`src/hw/rtl/ast_pkg.sv`:
```
`default_nettype none

package ast_pkg;

  localparam int unsigned KindW  = 5;
  localparam int unsigned ValueW = 16;
  localparam int unsigned LenW   = 11;
  localparam int unsigned PosW   = 16;
  localparam int unsigned ErrW   = 3;

  // Packed word width on the result side: fields padded to whole bytes
  localparam int unsigned FieldsW = ValueW + LenW + PosW + PosW + ErrW;
  localparam int unsigned OutDataW = ((FieldsW + 7) / 8) * 8;

  typedef struct packed {
    logic [KindW-1:0]  kind;
    logic [ValueW-1:0] value;
    logic [LenW-1:0]   length;
    logic [PosW-1:0]   line;
    logic [PosW-1:0]   column;
    logic [ErrW-1:0]   err;
  } res_t;

  // Up to two results leave the scanner for one byte
  typedef struct packed {
    logic [1:0] vld;
    res_t       r0;
    res_t       r1;
  } res_pair_t;

endpackage

`default_nettype wire

```
`src/hw/rtl/assembly_source_tokenizer.sv`:
```
// Channel  Direction  Handshake                       Payload
// s_axis   in         s_axis_tvalid / s_axis_tready   tdata: source byte; tlast: end of input
// m_axis   out        m_axis_tvalid / m_axis_tready   tdata: token fields; tuser: token kind
//
// One source byte is taken per cycle while the queue has room. Each byte is scanned
// in the cycle it is accepted and yields zero, one or two results, which are written
// into a four-entry result queue; the queue head drives the output channel directly.
// A byte is taken while the queue has room for two results, so with one result
// per byte the sustained rate is one byte per cycle; a byte that ends a token
// and opens the next adds one result, which the output drains at one per cycle.
// Reset (rst_ni low) empties the queue and returns the scanner to idle at line 1,
// column 1. A stall on m_axis fills the queue and then holds s_axis_tready low.
`default_nettype none

module assembly_source_tokenizer #(
  parameter int unsigned MAX_TEXT_LEN = 1024
) (
  input  wire logic                          clk_i,
  input  wire logic                          rst_ni,
  input  wire logic                          s_axis_tvalid,
  output logic                               s_axis_tready,
  input  wire logic [7:0]                    s_axis_tdata,  // [7:0] in_byte
  input  wire logic                          s_axis_tlast,  // at_end
  output logic                               m_axis_tvalid,
  input  wire logic                          m_axis_tready,
  // [15:0] token_value, [26:16] text_length, [42:27] start_line,
  // [58:43] start_column, [61:59] error_code, [63:62] zero
  output logic [ast_pkg::OutDataW-1:0]       m_axis_tdata,
  output logic [ast_pkg::KindW-1:0]          m_axis_tuser   // [4:0] token_kind
);

  logic               step;
  logic               room2;
  ast_pkg::res_pair_t res_pair;
  ast_pkg::res_t      head;

  // Take a byte only when both results it may raise fit in the queue
  assign s_axis_tready = room2;
  assign step          = s_axis_tvalid && room2;

  ast_scanner #(
    .MAX_TEXT_LEN (MAX_TEXT_LEN)
  ) u_scanner (
    .clk_i    (clk_i),
    .rst_ni   (rst_ni),
    .step_i   (step),
    .byte_i   (s_axis_tdata),
    .at_end_i (s_axis_tlast),
    .res_o    (res_pair)
  );

  ast_out_fifo u_out_fifo (
    .clk_i   (clk_i),
    .rst_ni  (rst_ni),
    .push_i  (res_pair),
    .room2_o (room2),
    .valid_o (m_axis_tvalid),
    .ready_i (m_axis_tready),
    .data_o  (head)
  );

  // Pack the word, first field in the lowest bits, zero pad to whole bytes
  assign m_axis_tdata = ast_pkg::OutDataW'({head.err, head.column, head.line,
                                            head.length, head.value});
  assign m_axis_tuser = head.kind;

endmodule

`default_nettype wire

```
`src/hw/rtl/ast_scanner.sv`:
```
`default_nettype none

module ast_scanner #(
  parameter int unsigned MAX_TEXT_LEN = 1024
) (
  input  wire logic              clk_i,
  input  wire logic              rst_ni,
  input  wire logic              step_i,
  input  wire logic [7:0]        byte_i,
  input  wire logic              at_end_i,
  output ast_pkg::res_pair_t     res_o
);

  localparam int unsigned CntW = $clog2(MAX_TEXT_LEN + 1);

  localparam logic [3:0] M_IDLE       = 4'd0;
  localparam logic [3:0] M_COMMENT    = 4'd1;
  localparam logic [3:0] M_STRING     = 4'd2;
  localparam logic [3:0] M_STRING_ESC = 4'd3;
  localparam logic [3:0] M_CHAR_OPEN  = 4'd4;
  localparam logic [3:0] M_CHAR_ESC   = 4'd5;
  localparam logic [3:0] M_CHAR_CLOSE = 4'd6;
  localparam logic [3:0] M_INT_ZERO   = 4'd7;
  localparam logic [3:0] M_INT_DIGITS = 4'd8;
  localparam logic [3:0] M_IDENT      = 4'd9;

  localparam logic [1:0] B_DEC = 2'd0;
  localparam logic [1:0] B_HEX = 2'd1;
  localparam logic [1:0] B_BIN = 2'd2;

  localparam logic [4:0] K_NEWLINE = 5'd8;
  localparam logic [4:0] K_INT     = 5'd9;
  localparam logic [4:0] K_CHAR    = 5'd10;
  localparam logic [4:0] K_STR     = 5'd11;
  localparam logic [4:0] K_IDENT   = 5'd12;
  localparam logic [4:0] K_MACRO   = 5'd13;
  localparam logic [4:0] K_EOF     = 5'd14;
  localparam logic [4:0] K_TEXT    = 5'd15;
  localparam logic [4:0] K_ERR     = 5'd16;

  localparam logic [2:0] E_NONE        = 3'd0;
  localparam logic [2:0] E_BAD_CHAR    = 3'd1;
  localparam logic [2:0] E_OPEN_STR    = 3'd2;
  localparam logic [2:0] E_OPEN_CHAR   = 3'd3;
  localparam logic [2:0] E_BAD_ESC     = 3'd4;
  localparam logic [2:0] E_STR_LONG    = 3'd5;
  localparam logic [2:0] E_INT_LARGE   = 3'd6;
  localparam logic [2:0] E_IDENT_LONG  = 3'd7;

  localparam logic [2:0]  KwFail = 3'd6;
  localparam logic [2:0]  KwLen  = 3'd5;
  localparam logic [15:0] VMax   = 16'hFFFF;
  localparam logic [CntW-1:0] CntMax = CntW'(MAX_TEXT_LEN);

  function automatic logic [7:0] kw_char(input logic [2:0] idx);
    logic [7:0] c;
    unique case (idx)
      3'd0:    c = "m";
      3'd1:    c = "a";
      3'd2:    c = "c";
      3'd3:    c = "r";
      3'd4:    c = "o";
      default: c = 8'd0;
    endcase
    return c;
  endfunction

  function automatic logic is_alpha(input logic [7:0] b);
    return (b >= "a" && b <= "z") || (b >= "A" && b <= "Z") || b == "_";
  endfunction

  function automatic logic is_digit(input logic [7:0] b);
    return b >= "0" && b <= "9";
  endfunction

  // {hit, escaped byte}
  function automatic logic [8:0] escape_of(input logic [7:0] b, input logic [7:0] quote);
    logic [8:0] r;
    if (b == "n") begin
      r = {1'b1, 8'h0A};
    end else if (b == "t") begin
      r = {1'b1, 8'h09};
    end else if (b == "r") begin
      r = {1'b1, 8'h0D};
    end else if (b == "\\" || b == quote) begin
      r = {1'b1, b};
    end else begin
      r = 9'd0;
    end
    return r;
  endfunction

  // {hit, punctuation kind}
  function automatic logic [5:0] punct_of(input logic [7:0] b);
    logic [5:0] r;
    unique case (b)
      ",":     r = {1'b1, 5'd0};
      ":":     r = {1'b1, 5'd1};
      "%":     r = {1'b1, 5'd2};
      "$":     r = {1'b1, 5'd3};
      ".":     r = {1'b1, 5'd4};
      "!":     r = {1'b1, 5'd5};
      "-":     r = {1'b1, 5'd6};
      ";":     r = {1'b1, 5'd7};
      default: r = 6'd0;
    endcase
    return r;
  endfunction

  logic [3:0]      mode_q, mode_d;
  logic [15:0]     acc_q, acc_d;
  logic [1:0]      base_q, base_d;
  logic [CntW-1:0] cnt_q, cnt_d;
  logic [2:0]      kwp_q, kwp_d;
  logic [7:0]      chr_q, chr_d;
  logic [15:0]     line_q, line_d;
  logic [15:0]     col_q, col_d;
  logic [15:0]     sline_q, sline_d;
  logic [15:0]     scol_q, scol_d;

  logic        eof;
  logic        again;
  logic [4:0]  digit;
  logic        digit_ok;
  logic [20:0] scaled;
  logic [20:0] acc_sum;
  logic [8:0]  esc;
  logic [5:0]  punct;
  logic [31:0] cnt_ext;

  // mode in progress result first when it emits, idle pass or eof result after it
  logic        m_emit, i_emit;
  logic [4:0]  m_kind, i_kind;
  logic [15:0] m_val, i_val;
  logic        m_len_en;
  logic [2:0]  m_err, i_err;

  ast_pkg::res_t m_res, i_res;

  assign eof     = at_end_i || (byte_i == 8'd0);
  assign cnt_ext = 32'(cnt_q);
  assign esc     = escape_of(byte_i, (mode_q == M_CHAR_ESC) ? 8'h27 : 8'h22);
  assign punct   = punct_of(byte_i);

  always_comb begin
    digit    = 5'd0;
    digit_ok = 1'b0;
    if (is_digit(byte_i)) begin
      digit    = 5'(byte_i - "0");
      digit_ok = (base_q != B_BIN) || (byte_i <= "1");
    end else if (base_q == B_HEX && byte_i >= "a" && byte_i <= "f") begin
      digit    = 5'(byte_i - "a" + 8'd10);
      digit_ok = 1'b1;
    end else if (base_q == B_HEX && byte_i >= "A" && byte_i <= "F") begin
      digit    = 5'(byte_i - "A" + 8'd10);
      digit_ok = 1'b1;
    end
  end

  always_comb begin
    unique case (base_q)
      B_HEX:   scaled = {1'b0, acc_q, 4'd0};
      B_BIN:   scaled = {4'd0, acc_q, 1'b0};
      default: scaled = {2'd0, acc_q, 3'd0} + {4'd0, acc_q, 1'b0};
    endcase
    acc_sum = scaled + 21'(digit);
  end

  always_comb begin
    mode_d  = mode_q;
    acc_d   = acc_q;
    base_d  = base_q;
    cnt_d   = cnt_q;
    kwp_d   = kwp_q;
    chr_d   = chr_q;
    line_d  = line_q;
    col_d   = col_q;
    sline_d = sline_q;
    scol_d  = scol_q;
    again   = 1'b0;
    m_emit  = 1'b0;
    m_kind  = K_ERR;
    m_val   = 16'd0;
    m_len_en = 1'b0;
    m_err   = E_NONE;
    i_emit  = 1'b0;
    i_kind  = K_EOF;
    i_val   = 16'd0;
    i_err   = E_NONE;

    if (eof) begin
      unique case (mode_q)
        M_STRING: begin
          m_emit = 1'b1;
          m_err  = E_OPEN_STR;
        end
        M_STRING_ESC, M_CHAR_ESC: begin
          m_emit = 1'b1;
          m_err  = E_BAD_ESC;
        end
        M_CHAR_OPEN, M_CHAR_CLOSE: begin
          m_emit = 1'b1;
          m_err  = E_OPEN_CHAR;
        end
        M_INT_ZERO, M_INT_DIGITS: begin
          m_emit = 1'b1;
          m_kind = K_INT;
          m_val  = acc_q;
        end
        M_IDENT: begin
          m_emit = 1'b1;
          if (kwp_q == KwLen && cnt_ext == 32'd5) begin
            m_kind = K_MACRO;
          end else begin
            m_kind   = K_IDENT;
            m_len_en = 1'b1;
          end
        end
        default: begin
        end
      endcase
      mode_d  = M_IDLE;
      sline_d = line_q;
      scol_d  = col_q;
      i_emit  = 1'b1;
      i_kind  = K_EOF;
    end else begin
      unique case (mode_q)
        M_COMMENT: begin
          if (byte_i == 8'h0A) begin
            mode_d = M_IDLE;
            again  = 1'b1;
          end
        end
        M_STRING, M_STRING_ESC: begin
          if (mode_q == M_STRING && byte_i == 8'h22) begin
            mode_d   = M_IDLE;
            m_emit   = 1'b1;
            m_kind   = K_STR;
            m_len_en = 1'b1;
          end else if (mode_q == M_STRING && byte_i == 8'h5C) begin
            mode_d = M_STRING_ESC;
          end else if (mode_q == M_STRING_ESC && !esc[8]) begin
            mode_d = M_IDLE;
            m_emit = 1'b1;
            m_err  = E_BAD_ESC;
          end else if (cnt_q >= CntMax) begin
            mode_d = M_IDLE;
            m_emit = 1'b1;
            m_err  = E_STR_LONG;
          end else begin
            cnt_d  = cnt_q + 1'b1;
            mode_d = M_STRING;
            m_emit = 1'b1;
            m_kind = K_TEXT;
            m_val  = {8'd0, (mode_q == M_STRING) ? byte_i : esc[7:0]};
          end
        end
        M_CHAR_OPEN: begin
          if (byte_i == 8'h5C) begin
            mode_d = M_CHAR_ESC;
          end else begin
            chr_d  = byte_i;
            mode_d = M_CHAR_CLOSE;
          end
        end
        M_CHAR_ESC: begin
          if (!esc[8]) begin
            mode_d = M_IDLE;
            m_emit = 1'b1;
            m_err  = E_BAD_ESC;
          end else begin
            chr_d  = esc[7:0];
            mode_d = M_CHAR_CLOSE;
          end
        end
        M_CHAR_CLOSE: begin
          mode_d = M_IDLE;
          m_emit = 1'b1;
          if (byte_i == 8'h27) begin
            m_kind = K_CHAR;
            m_val  = {8'd0, chr_q};
          end else begin
            m_err = E_OPEN_CHAR;
          end
        end
        M_INT_ZERO, M_INT_DIGITS: begin
          if (mode_q == M_INT_ZERO && (byte_i == "x" || byte_i == "b")) begin
            base_d = (byte_i == "x") ? B_HEX : B_BIN;
            acc_d  = 16'd0;
            mode_d = M_INT_DIGITS;
          end else if (!digit_ok) begin
            mode_d = M_IDLE;
            m_emit = 1'b1;
            m_kind = K_INT;
            m_val  = acc_q;
            again  = 1'b1;
          end else if (acc_sum > 21'(VMax)) begin
            mode_d = M_IDLE;
            m_emit = 1'b1;
            m_err  = E_INT_LARGE;
          end else begin
            mode_d = M_INT_DIGITS;
            acc_d  = acc_sum[15:0];
          end
        end
        M_IDENT: begin
          if (!(is_alpha(byte_i) || is_digit(byte_i))) begin
            mode_d = M_IDLE;
            m_emit = 1'b1;
            if (kwp_q == KwLen && cnt_ext == 32'd5) begin
              m_kind = K_MACRO;
            end else begin
              m_kind   = K_IDENT;
              m_len_en = 1'b1;
            end
            again = 1'b1;
          end else if (cnt_q >= CntMax) begin
            mode_d = M_IDLE;
            m_emit = 1'b1;
            m_err  = E_IDENT_LONG;
          end else begin
            if (cnt_ext < 32'd5 && 32'(kwp_q) == cnt_ext
                && byte_i == kw_char(cnt_ext[2:0])) begin
              kwp_d = kwp_q + 3'd1;
            end else begin
              kwp_d = KwFail;
            end
            cnt_d  = cnt_q + 1'b1;
            m_emit = 1'b1;
            m_kind = K_TEXT;
            m_val  = {8'd0, byte_i};
          end
        end
        default: begin
          mode_d = M_IDLE;
          again  = 1'b1;
        end
      endcase

      // Idle pass: the byte opens a new token, or is skipped as whitespace
      if (again) begin
        sline_d = line_q;
        scol_d  = col_q;
        if (byte_i == " " || byte_i == 8'h09) begin
          // skip whitespace
        end else if (byte_i == "#") begin
          mode_d = M_COMMENT;
        end else if (byte_i == 8'h0A) begin
          i_emit = 1'b1;
          i_kind = K_NEWLINE;
        end else if (punct[5]) begin
          i_emit = 1'b1;
          i_kind = punct[4:0];
        end else if (byte_i == 8'h22) begin
          mode_d = M_STRING;
          cnt_d  = '0;
        end else if (byte_i == 8'h27) begin
          mode_d = M_CHAR_OPEN;
          chr_d  = 8'd0;
        end else if (is_digit(byte_i)) begin
          base_d = B_DEC;
          acc_d  = {12'd0, byte_i[3:0]};
          mode_d = (byte_i == "0") ? M_INT_ZERO : M_INT_DIGITS;
        end else if (is_alpha(byte_i)) begin
          mode_d = M_IDENT;
          cnt_d  = CntW'(1);
          kwp_d  = (byte_i == kw_char(3'd0)) ? 3'd1 : KwFail;
          i_emit = 1'b1;
          i_kind = K_TEXT;
          i_val  = {8'd0, byte_i};
        end else begin
          i_emit = 1'b1;
          i_kind = K_ERR;
          i_err  = E_BAD_CHAR;
        end
      end

      // Advance the position of the next byte, saturating
      if (byte_i == 8'h0A) begin
        if (line_q < VMax) begin
          line_d = line_q + 16'd1;
        end
        col_d = 16'd1;
      end else if (col_q < VMax) begin
        col_d = col_q + 16'd1;
      end
    end
  end

  always_comb begin
    m_res.kind   = m_kind;
    m_res.value  = m_val;
    m_res.length = m_len_en ? cnt_ext[10:0] : 11'd0;
    m_res.line   = sline_q;
    m_res.column = scol_q;
    m_res.err    = m_err;
    i_res.kind   = i_kind;
    i_res.value  = i_val;
    i_res.length = 11'd0;
    i_res.line   = line_q;
    i_res.column = col_q;
    i_res.err    = i_err;

    res_o.vld = 2'b00;
    res_o.r0  = m_emit ? m_res : i_res;
    res_o.r1  = i_res;
    if (step_i) begin
      res_o.vld = {m_emit && i_emit, m_emit || i_emit};
    end
  end

  always_ff @(posedge clk_i or negedge rst_ni) begin
    if (!rst_ni) begin
      mode_q  <= M_IDLE;
      acc_q   <= 16'd0;
      base_q  <= B_DEC;
      cnt_q   <= '0;
      kwp_q   <= 3'd0;
      chr_q   <= 8'd0;
      line_q  <= 16'd1;
      col_q   <= 16'd1;
      sline_q <= 16'd1;
      scol_q  <= 16'd1;
    end else if (step_i) begin
      mode_q  <= mode_d;
      acc_q   <= acc_d;
      base_q  <= base_d;
      cnt_q   <= cnt_d;
      kwp_q   <= kwp_d;
      chr_q   <= chr_d;
      line_q  <= line_d;
      col_q   <= col_d;
      sline_q <= sline_d;
      scol_q  <= scol_d;
    end
  end

endmodule

`default_nettype wire

```
`src/hw/rtl/ast_out_fifo.sv`:
```
`default_nettype none

module ast_out_fifo (
  input  wire logic               clk_i,
  input  wire logic               rst_ni,
  input  ast_pkg::res_pair_t      push_i,
  output logic                    room2_o,
  output logic                    valid_o,
  input  wire logic               ready_i,
  output ast_pkg::res_t           data_o
);

  localparam int unsigned Depth = 4;
  localparam int unsigned PtrW  = $clog2(Depth);

  ast_pkg::res_t mem_q [Depth];

  logic [PtrW-1:0] wp_q, rp_q;
  logic [PtrW:0]   cnt_q;
  logic            pop;
  logic [PtrW:0]   n_push;

  assign pop     = valid_o && ready_i;
  assign n_push  = (PtrW+1)'(push_i.vld[0]) + (PtrW+1)'(push_i.vld[1]);
  assign valid_o = (cnt_q != '0);
  assign room2_o = (cnt_q <= (PtrW+1)'(Depth - 2));
  assign data_o  = mem_q[rp_q];

  always_ff @(posedge clk_i) begin
    if (push_i.vld[0]) begin
      mem_q[wp_q] <= push_i.r0;
    end
    if (push_i.vld[1]) begin
      mem_q[wp_q + PtrW'(1)] <= push_i.r1;
    end
  end

  always_ff @(posedge clk_i or negedge rst_ni) begin
    if (!rst_ni) begin
      wp_q  <= '0;
      rp_q  <= '0;
      cnt_q <= '0;
    end else begin
      wp_q  <= wp_q + n_push[PtrW-1:0];
      if (pop) begin
        rp_q <= rp_q + PtrW'(1);
      end
      cnt_q <= cnt_q + n_push - (PtrW+1)'(pop);
    end
  end

endmodule

`default_nettype wire
```
`config.mk`:
```
export PLATFORM = sky130hd
export DESIGN_NAME = assembly_source_tokenizer
export DESIGN_NICKNAME = d
export VERILOG_FILES = /design/src/hw/rtl/ast_pkg.sv /design/src/hw/rtl/assembly_source_tokenizer.sv /design/src/hw/rtl/ast_scanner.sv /design/src/hw/rtl/ast_out_fifo.sv
export SDC_FILE = /design/constraint.sdc
export NUM_CORES = 1
export LEC_CHECK = 0
export ABC_AREA = 1
export BUFFER_PORTS_ARGS = -buffer_cell sky130_fd_sc_hd__buf_2
export CELL_PAD_IN_SITES_DETAIL_PLACEMENT = 1
export CELL_PAD_IN_SITES_GLOBAL_PLACEMENT = 1
export CORE_ASPECT_RATIO = 1.4
export CORE_UTILIZATION = 47
export DETAILED_ROUTE_END_ITERATION = 7
export GPL_ROUTABILITY_DRIVEN = 0
export PLACE_DENSITY = 0.84
export SLEW_MARGIN = 20
export SYNTH_ARGS = -nofsm -noshare
export SYNTH_HDL_FRONTEND = slang
export SYNTH_HIERARCHICAL = 1
export SYNTH_SLANG_ARGS = --single-unit
export TNS_END_PERCENT = 20
```
`constraint.sdc`:
```
create_clock -name clk_i -period 7.7 [get_ports clk_i]
set_input_delay 2.31 -clock clk_i [delete_from_list [all_inputs] [get_ports clk_i]]
set_output_delay 2.31 -clock clk_i [all_outputs]
set_load 0.03 [all_outputs]
```
==> results.txt, run 1 <==
----------------------------------------------------
[Critical path]
  Startpoint class of the critical path ... primary input
  Register-to-register setup slack ... 2120 ps
  CP max-delay cell ... sky130_fd_sc_hd__fa_1
  Arrival @ worst endpoint ... 7640 ps
  Worst Reg2Reg Path Length in Cells ... 30
  Required time of the worst setup path ... 8160 ps
  Origin of the worst setup path ... s_axis_tdata[1]
  WP buf/inv ... 8
  Maximum single-stage delay on the critical path ... 430 ps
  Worst reg2reg path startpoint ... u_scanner/acc_q[2]
  Critical Path Fanout Max ... 9
  Crit path max-delay family ... simple AND/OR/NAND/NOR gates
  Cell type with the highest occurrence count on the critical path ... sky130_fd_sc_hd__nand2_1
  R2R Path End ... u_out_fifo/cnt_q[2]
  Worst setup path endpoint ... u_out_fifo/cnt_q[2]
  Sort of element at the end of the critical path ... flop
  Crit. path cell count ... 40
  Crit Path Category ... primary input to flop

[CTS]
  Clock latency on the worst-skew pair ... 570 ps
  Clock buffer count from CTS ... 39
  Number of post-CTS setup repair buffers ... 0
  Master cell of the clock root buffer ... sky130_fd_sc_hd__clkbuf_16
  Maximum clock path buffer count ... 3
  H-tree depth ... 2
  Clock transition at the registers of the reported paths ... 60 ps
  Clock tree sinks ... 383
  TritonCTS clock tree ... yes

[Yosys]
  Total standard cell area after synthesis ... 24250 um2
  Mean area per synthesized cell ... 7.592 um2
  Most used flip-flop cell after synthesis ... sky130_fd_sc_hd__edfxtp_1
  Cells after synthesis ... 3194
  Count of state elements after synthesis ... 383
  Library cells used by synthesis ... 67
  Share of synthesized area occupied by flip-flops and latches ... 45.08%
  Share of synthesized registers carrying an async set or reset ... 30.03%
  Synth warnings ... 6
  Number of enable-type register cells in the synthesized netlist ... 268

[Drt]
  Number of nets with antenna violations after routing ... 0
  Count of unresolved DRC violations after routing ... 1
  Overall via count from detail_route ... 22.55k
  Via density ... 5.798
  TritonRoute pass-1 iters ... 7
  Routed Wire Length ... 80010 um
  WL/cell ... 20.57 um
  DRC marker count from the first detailed-route iteration ... 1404

[Finish]
  Antenna cell count ... 0
  Number of nets in the final layout ... 3262
  Number of non-filler instances in the completed layout ... 3889
  Growth of design area from synthesis to finish ... 8.529%
  Commonest non-fill, non-tap cell in the layout ... sky130_fd_sc_hd__nand2_1
  Ratio of cells with drive above 1 in the final layout ... 8.274%
  Top library cells by usage in the layout, fill and taps aside ... sky130_fd_sc_hd__nand2_1 (948), sky130_fd_sc_hd__o21ai_0 (464), sky130_fd_sc_hd__inv_1 (353)
  Final core utilization ... 51.59%

[Pwr]
  Power density normalized to cell area ... 404.7 nW/um2
  Comb power frac ... 50.9%
  Switching power of the nets ... 5.144 mW
  Fraction of power consumed by sequential logic ... 30.4%
  Leak ... 11.59 nW
  IR drop worst, VDD ... 0.0002171 V
  Portion of total power attributed to the clock network ... 18.7%
  Internal power contribution ... 5.506 mW
  Switch share ... 48.30%

[Timing]
  Number of endpoints with negative hold slack in the final report ... 0
  Final setup violation count ... 0
  Normalized max-slew margin ... 29.04%
  Worst Tran Pin Value ... 1061 ps
  TNS Setup ... 0 ps
  Tmin final ... 7175 ps
  Max Freq ... 139.4 MHz
  Worst clock skew ... 16.34 ps
  Post-route clock period utilization ... 93.18%
  Unrepaired setup endpoints after global routing ... false
  Max Slew Vio Count ... 0

[Placed design]
  Placed Cells ... 3817
  Placed wire-length estimate after detailed placement ... 55560 um
  Count of buffers from port buffering ... 81

[Floorplanning]
  Starting Density ... 47.54%
  Die area ... 52520 um2
  Chip width ... 194.0 um
  Number of I/O pins ... 84
  Standard-cell rows ... 98
  Die outline height ... 270.8 um
  Area of the core region ... 51010 um2

[Worst hold path]
  Cells on Worst Hold Path ... 2
  Worst min-delay path category ... flop to flop

[Status]
  Violated checks ... DRC
  Outcome ... finished, violations left

[Global routing]
  First-pass GRT wire length ... 127600 um
  Number of global-route vias before repair ... 23.99k
  Global-route usage over all layers ... 30.64%
  Maximum number of pins on one net before global-route repair ... 135
  Number of antenna violations at the first check in global routing ... 0
  Grt total ovfl ... 0

[Run]
  Max cap viols ... 0

----------------------------------------------------
-- power by group through the flow --
stage | sequential [mW] | combinational (mW) | clock [mW]
after floorplan | 3.15 | 3.81 | 0
after global placement | 3.24 | 5.13 | 0
after detailed placement | 3.27 | 5.37 | 0
after CTS | 3.23 | 5.41 | 2.02
after global routing | 3.29 | 5.95 | 2.08
final | 3.24 | 5.42 | 1.99
-- what timing repair did --
item / in CTS / in global routing
gates resized for setup: 0 / 3
hold buffers: 0 / 0
endpoints found under the setup margin: 0 / 1
-- through the flow --
step	worst slack [ps]	hold WS [ps]	area (um2)	power (mW)
after floorplan	-325.8	453.8	24330	6.959
after global placement	226.4	465.8	24990	8.364
after detailed placement	-179.3	474.5	24990	8.640
after CTS	427.4	490.5	26300	10.66
after global routing	32.50	520.3	26320	11.32
final	525.1	490.3	26320	10.65
-- state kept, by name, summed over array words and instances (netlist names) --
name	cells
u_scanner/acc_q	16
u_out_fifo/cnt_q	3
u_scanner/kwp_q	3
u_scanner/base_q	2
u_scanner/line_q	16
u_scanner/scol_q	16
u_out_fifo/wp_q	2
u_scanner/col_q	16
u_scanner/cnt_q	11
u_scanner/mode_q	4
u_out_fifo/rp_q	2
u_scanner/sline_q	16
u_scanner/chr_q	8
u_out_fifo/mem_q	268
-- Yosys cell counts (8+ instances only) --
cell type | n | area [um2]
sky130_fd_sc_hd__xor2_1 | 24 | 210.2
sky130_fd_sc_hd__buf_6 | 24 | 270.3
sky130_fd_sc_hd__nand3_2 | 10 | 100.1
sky130_fd_sc_hd__buf_1 | 12 | 45.04
sky130_fd_sc_hd__o22ai_1 | 25 | 156.4
sky130_fd_sc_hd__o21ai_0 | 465 | 2327
sky130_fd_sc_hd__dfrtp_1 | 111 | 2778
sky130_fd_sc_hd__a21oi_1 | 75 | 375.4
sky130_fd_sc_hd__inv_1 | 353 | 1325
sky130_fd_sc_hd__o211ai_1 | 8 | 60.06
sky130_fd_sc_hd__nor3_1 | 35 | 175.2
sky130_fd_sc_hd__nand4_1 | 33 | 206.5
sky130_fd_sc_hd__inv_2 | 16 | 60.06
sky130_fd_sc_hd__nor2_1 | 247 | 927.1
sky130_fd_sc_hd__ha_1 | 38 | 475.5
sky130_fd_sc_hd__nor2_2 | 13 | 81.33
sky130_fd_sc_hd__nand2_1 | 952 | 3573
sky130_fd_sc_hd__nand3_1 | 152 | 760.7
sky130_fd_sc_hd__buf_2 | 27 | 135.1
sky130_fd_sc_hd__edfxtp_1 | 268 | 8048
sky130_fd_sc_hd__clkbuf_1 | 63 | 236.5
sky130_fd_sc_hd__o221ai_1 | 19 | 166.4
sky130_fd_sc_hd__nor4_1 | 9 | 56.30
sky130_fd_sc_hd__buf_4 | 38 | 285.3
sky130_fd_sc_hd__o21ai_1 | 71 | 355.3
-- cell families (layout without fill, tap and decap cells) --
family,after synthesis,count (layout),share of synthesized area (%)
simple gates,1485,1485,25.63
compound gates,706,706,15.62
buf+inv,542,565,10.10
flops,383,383,45.08
fa+ha+maj,41,41,2.208
xor+xnor,29,29,1.047
mux,6,6,0.2786
other cells,2,24,0.03097
-- how the worst min path moves through the flow --
stage                           end                 start  slack, ps
6_report       u_scanner/sline_q[1]  u_scanner/sline_q[1]        490
5_1_grt        u_scanner/scol_q[11]  u_scanner/scol_q[11]        520
4_1_cts        u_scanner/sline_q[6]  u_scanner/sline_q[6]        490
3_5_place_dp   u_scanner/sline_q[6]  u_scanner/sline_q[6]        470
3_3_place_gp   u_scanner/scol_q[11]  u_scanner/scol_q[11]        470
2_1_floorplan  u_scanner/scol_q[10]  u_scanner/scol_q[10]        450
-- worst reg2reg max path, delay by kind of cell, from the launching register on --
kind                       cells  cell delay [ps]
AOI/OAI and AO/OA              2              320
DFF                            1              640
adders and majority gates      7             2490
and+or+nand+nor               16             1590
xor gates and xnor gates       1              170
buffers and inverters          4              300
-- metal layers --
metal	vias to the layer above	track usage (%)	share of wire (%)
li1	10568	-	-
met1	11082	33.36	38
met2	641	56.79	52
met3	259	3.640	4.2
met4	0	18.11	5.9
met5	-	0	0
-- layout make-up --
class                   instances  area (um2)
well taps                     650       813.3
clock buffers                  53        1100
repair buffers                121       820.8
multi-input cells            2291       11030
clock inverters                19       217.7
fillers                      6449       24690
inverters                     372        1400
flip-flops and latches        383       10930
(Power assumes the default switching activity.)
==> run 2: changes to the inputs <==
- CELL_PAD_IN_SITES_DETAIL_PLACEMENT: 1 -> 2
- CELL_PAD_IN_SITES_GLOBAL_PLACEMENT: 1 -> 2
- CORE_UTILIZATION: 47 -> 38
- PLACE_DENSITY: 0.84 -> 0.85
==> results.txt, run 2 (synthesis results as in run 1) <==
----------------------------------------------------
[Pwr]
  IR drop worst, VDD ... 0.0001992 V (-8.2%)
  Total power ... 11.20 mW (+5.1%)
  Power density normalized to cell area ... 418.0 nW/um2 (+3.3%)
  Leak ... 11.70 nW (+0.96%)

[Timing]
  Post-route clock period utilization ... 94.56% (+1.4 points)
  Worst Tran Pin Value ... 1062 ps (+0.9793 ps)
  Tmin final ... 7281 ps (+106.6 ps)
  Max Slew Vio Count ... 0 (unchanged)
  Max Freq ... 137.3 MHz (-1.5%)
  Worst clock skew ... 27.57 ps (+11.23 ps)
  Number of endpoints with negative hold slack in the final report ... 0 (unchanged)
  Unrepaired setup endpoints after global routing ... false
  Normalized max-slew margin ... 28.96% (-0.072 points)
  Final setup violation count ... 0 (unchanged)

[Critical path]
  CP max-delay cell ... sky130_fd_sc_hd__fa_1
  Arrival @ worst endpoint ... 7740 ps (+100 ps)
  Worst Reg2Reg Path Length in Cells ... 35 (+17%)
  Critical Path Fanout Max ... 24 (+15)
  Worst reg2reg path startpoint ... u_scanner/base_q[0]
  Crit Path Category ... primary input to flop
  Maximum single-stage delay on the critical path ... 410 ps (-20 ps)
  R2R Path End ... u_out_fifo/cnt_q[2]
  Register-to-register setup slack ... 1950 ps (-170 ps)
  Startpoint class of the critical path ... primary input
  Sort of element at the end of the critical path ... flop
  Origin of the worst setup path ... s_axis_tdata[3]
  Cell type with the highest occurrence count on the critical path ... sky130_fd_sc_hd__nand2_1
  Required time of the worst setup path ... 8160 ps (about the same)

[Status]
  Outcome ... finished clean

[Worst hold path]
  Cells on Worst Hold Path ... 2 (unchanged)
  Min-Delay Startpoint ... u_scanner/scol_q[11]
  Worst min-delay path category ... flop to flop
  Capture endpoint of the worst hold path ... u_scanner/scol_q[11]

[Floorplanning]
  Chip width ... 215.5 um (+11%)
  Area of the core region ... 63140 um2 (+24%)
  Standard-cell rows ... 109 (+11%)
  Die area ... 64840 um2 (+23%)
  Starting Density ... 38.40% (-9.1 points)
  Number of I/O pins ... 84 (unchanged)
  Die outline height ... 300.9 um (+11%)

[Finish]
  Commonest non-fill, non-tap cell in the layout ... sky130_fd_sc_hd__nand2_1
  Growth of design area from synthesis to finish ... 10.45%
  Area taken by flip-flops and latches ... 10930 um2 (unchanged)
  Number of nets in the final layout ... 3275 (+0.40%)
  Ratio of cells with drive above 1 in the final layout ... 8.722% (+0.45 points)
  Top library cells by usage in the layout, fill and taps aside ... sky130_fd_sc_hd__nand2_1 (948), sky130_fd_sc_hd__o21ai_0 (465), sky130_fd_sc_hd__inv_1 (353)
  Max FFs per register ... 268 (unchanged)
  Register containing the most flip-flops in the final layout ... u_out_fifo/mem_q
  Final core utilization ... 42.42% (-9.2 points)
  Multi-input gate area ... 11020 um2 (about the same)
  Final-layout fill cell count ... 7249 (+12%)

[Global routing]
  Maximum number of pins on one net before global-route repair ... 115 (-15%)
  Number of antenna violations at the first check in global routing ... 1 (+1)
  Grt total ovfl ... 0 (unchanged)
  Global-route usage over all layers ... 30.00% (-0.64 points)
  Number of global-route vias before repair ... 26.34k (+9.8%)
  First-pass GRT wire length ... 151200 um (+19%)

[CTS]
  Clock latency on the worst-skew pair ... 590 ps (+20 ps)
  Master cell of the clock root buffer ... sky130_fd_sc_hd__clkbuf_16
  TritonCTS clock tree ... yes
  Clock transition at the registers of the reported paths ... 60 ps (about the same)
  Clock buffer count from CTS ... 43 (+10%)
  Number of buffers inserted for hold repair after clock tree synthesis ... 0 (unchanged)
  Maximum clock path buffer count ... 3 (unchanged)
  Number of post-CTS setup repair buffers ... 0 (unchanged)
  H-tree depth ... 2 (unchanged)
  Clock tree sinks ... 383 (unchanged)

[Placed design]
  Placed wire-length estimate after detailed placement ... 67100 um (+21%)
  Count of buffers from port buffering ... 81 (unchanged)

[Drt]
  Routed Wire Length ... 97170 um (+21%)
  WL/cell ... 23.76 um (+16%)
  Count of unresolved DRC violations after routing ... 0 (-1)
  Uppermost layer routed ... met4
  Overall via count from detail_route ... 23.23k (+3.0%)
  TritonRoute pass-1 iters ... 4 (-3)
  Routed length on met1 ... 36170 um (+20%)
  Routed length on met3 ... 3179 um (-5.6%)
  Wire length on met2 ... 51660 um (+24%)
  Via density ... 5.681 (-2.0%)
  DRC marker count from the first detailed-route iteration ... 1134 (-19%)
  Number of nets with antenna violations after routing ... 0 (unchanged)

[Run]
  Max cap viols ... 0 (unchanged)

----------------------------------------------------
==> run 2: changes by cell type in the layout (fill, tap and decap cells not counted), sizes merged <==
cell,change
clkbuf,+1
clkinv,+3
diode,+1
inv,+2
buf,+9
clkinvlp,+2
==> run 2: worst max path at each step <==
stage	endpoint	slack (ps)	cells past startpoint
after detailed placement	u_out_fifo/cnt_q[2]	-90	40
after floorplan	u_out_fifo/mem_q[1][0]	-330	35
after CTS	u_out_fifo/cnt_q[2]	420	40
final	u_out_fifo/cnt_q[2]	420	40
after global routing	u_out_fifo/cnt_q[2]	20	39
after global placement	u_out_fifo/cnt_q[2]	250	40
==> run 2: cell type report <==
| cell class | count | area share (%) |
|---|---|---|
| Tap cell | 832 | 3.887 |
| Clock inverter | 26 | 0.9296 |
| Antenna cell | 1 | 0.009343 |
| Multi-Input combinational cell | 2291 | 41.15 |
| Clock buffer | 54 | 4.480 |
| Timing Repair Buffer | 130 | 3.485 |
| Inverter | 372 | 5.237 |
| Sequential cell | 383 | 40.82 |
==> run 2: worst max-delay path: cells and delay by family <==
family	cells	cell delay [ps]
AO/OA/AOI/OAI	2	230
buffers and inverters	7	760
AND/OR/NAND/NOR	25	2820
XOR/XNOR	1	160
adder cells (fa/ha/maj)	5	1490
==> run 2: timing repair <==
| item | CTS | global route |
|---|---|---|
| endpoints found under the hold margin | 0 | 0 |
| gates resized for setup | 0 | 3 |
| endpoints found under the setup margin | 0 | 1 |
==> run 2: report_power, final <==
| group | switching [mW] | internal, mW | leakage (nW) | total [mW] |
|---|---|---|---|---|
| combinational | 4.24 | 1.48 | 7.10 | 5.72 |
| clock | 0.929 | 1.25 | 0.713 | 2.18 |
| sequential | 0.387 | 2.92 | 3.89 | 3.30 |
==> run 2: routing by layer <==
layer | GRT usage [%] | vias up
li1 | - | 10598
met1 | 31.49 | 11775
met2 | 56.63 | 550
met3 | 3.475 | 306
met4 | 18.74 | 0
met5 | 0 | -
==> run 2: stage by stage <==
step	setup slack, ps	instance area, um2	std cells	setup TNS, ps	hold WS [ps]
after floorplan	-325.8	24330	3216	-64170	453.8
after global placement	245.6	25320	4008	0	466.4
after detailed placement	-94.49	25320	4008	-94.49	474.3
after CTS	416.9	26770	4088	0	501.1
after global routing	16.13	26780	4089	0	521.8
final	418.5	26780	4089	0	498.2
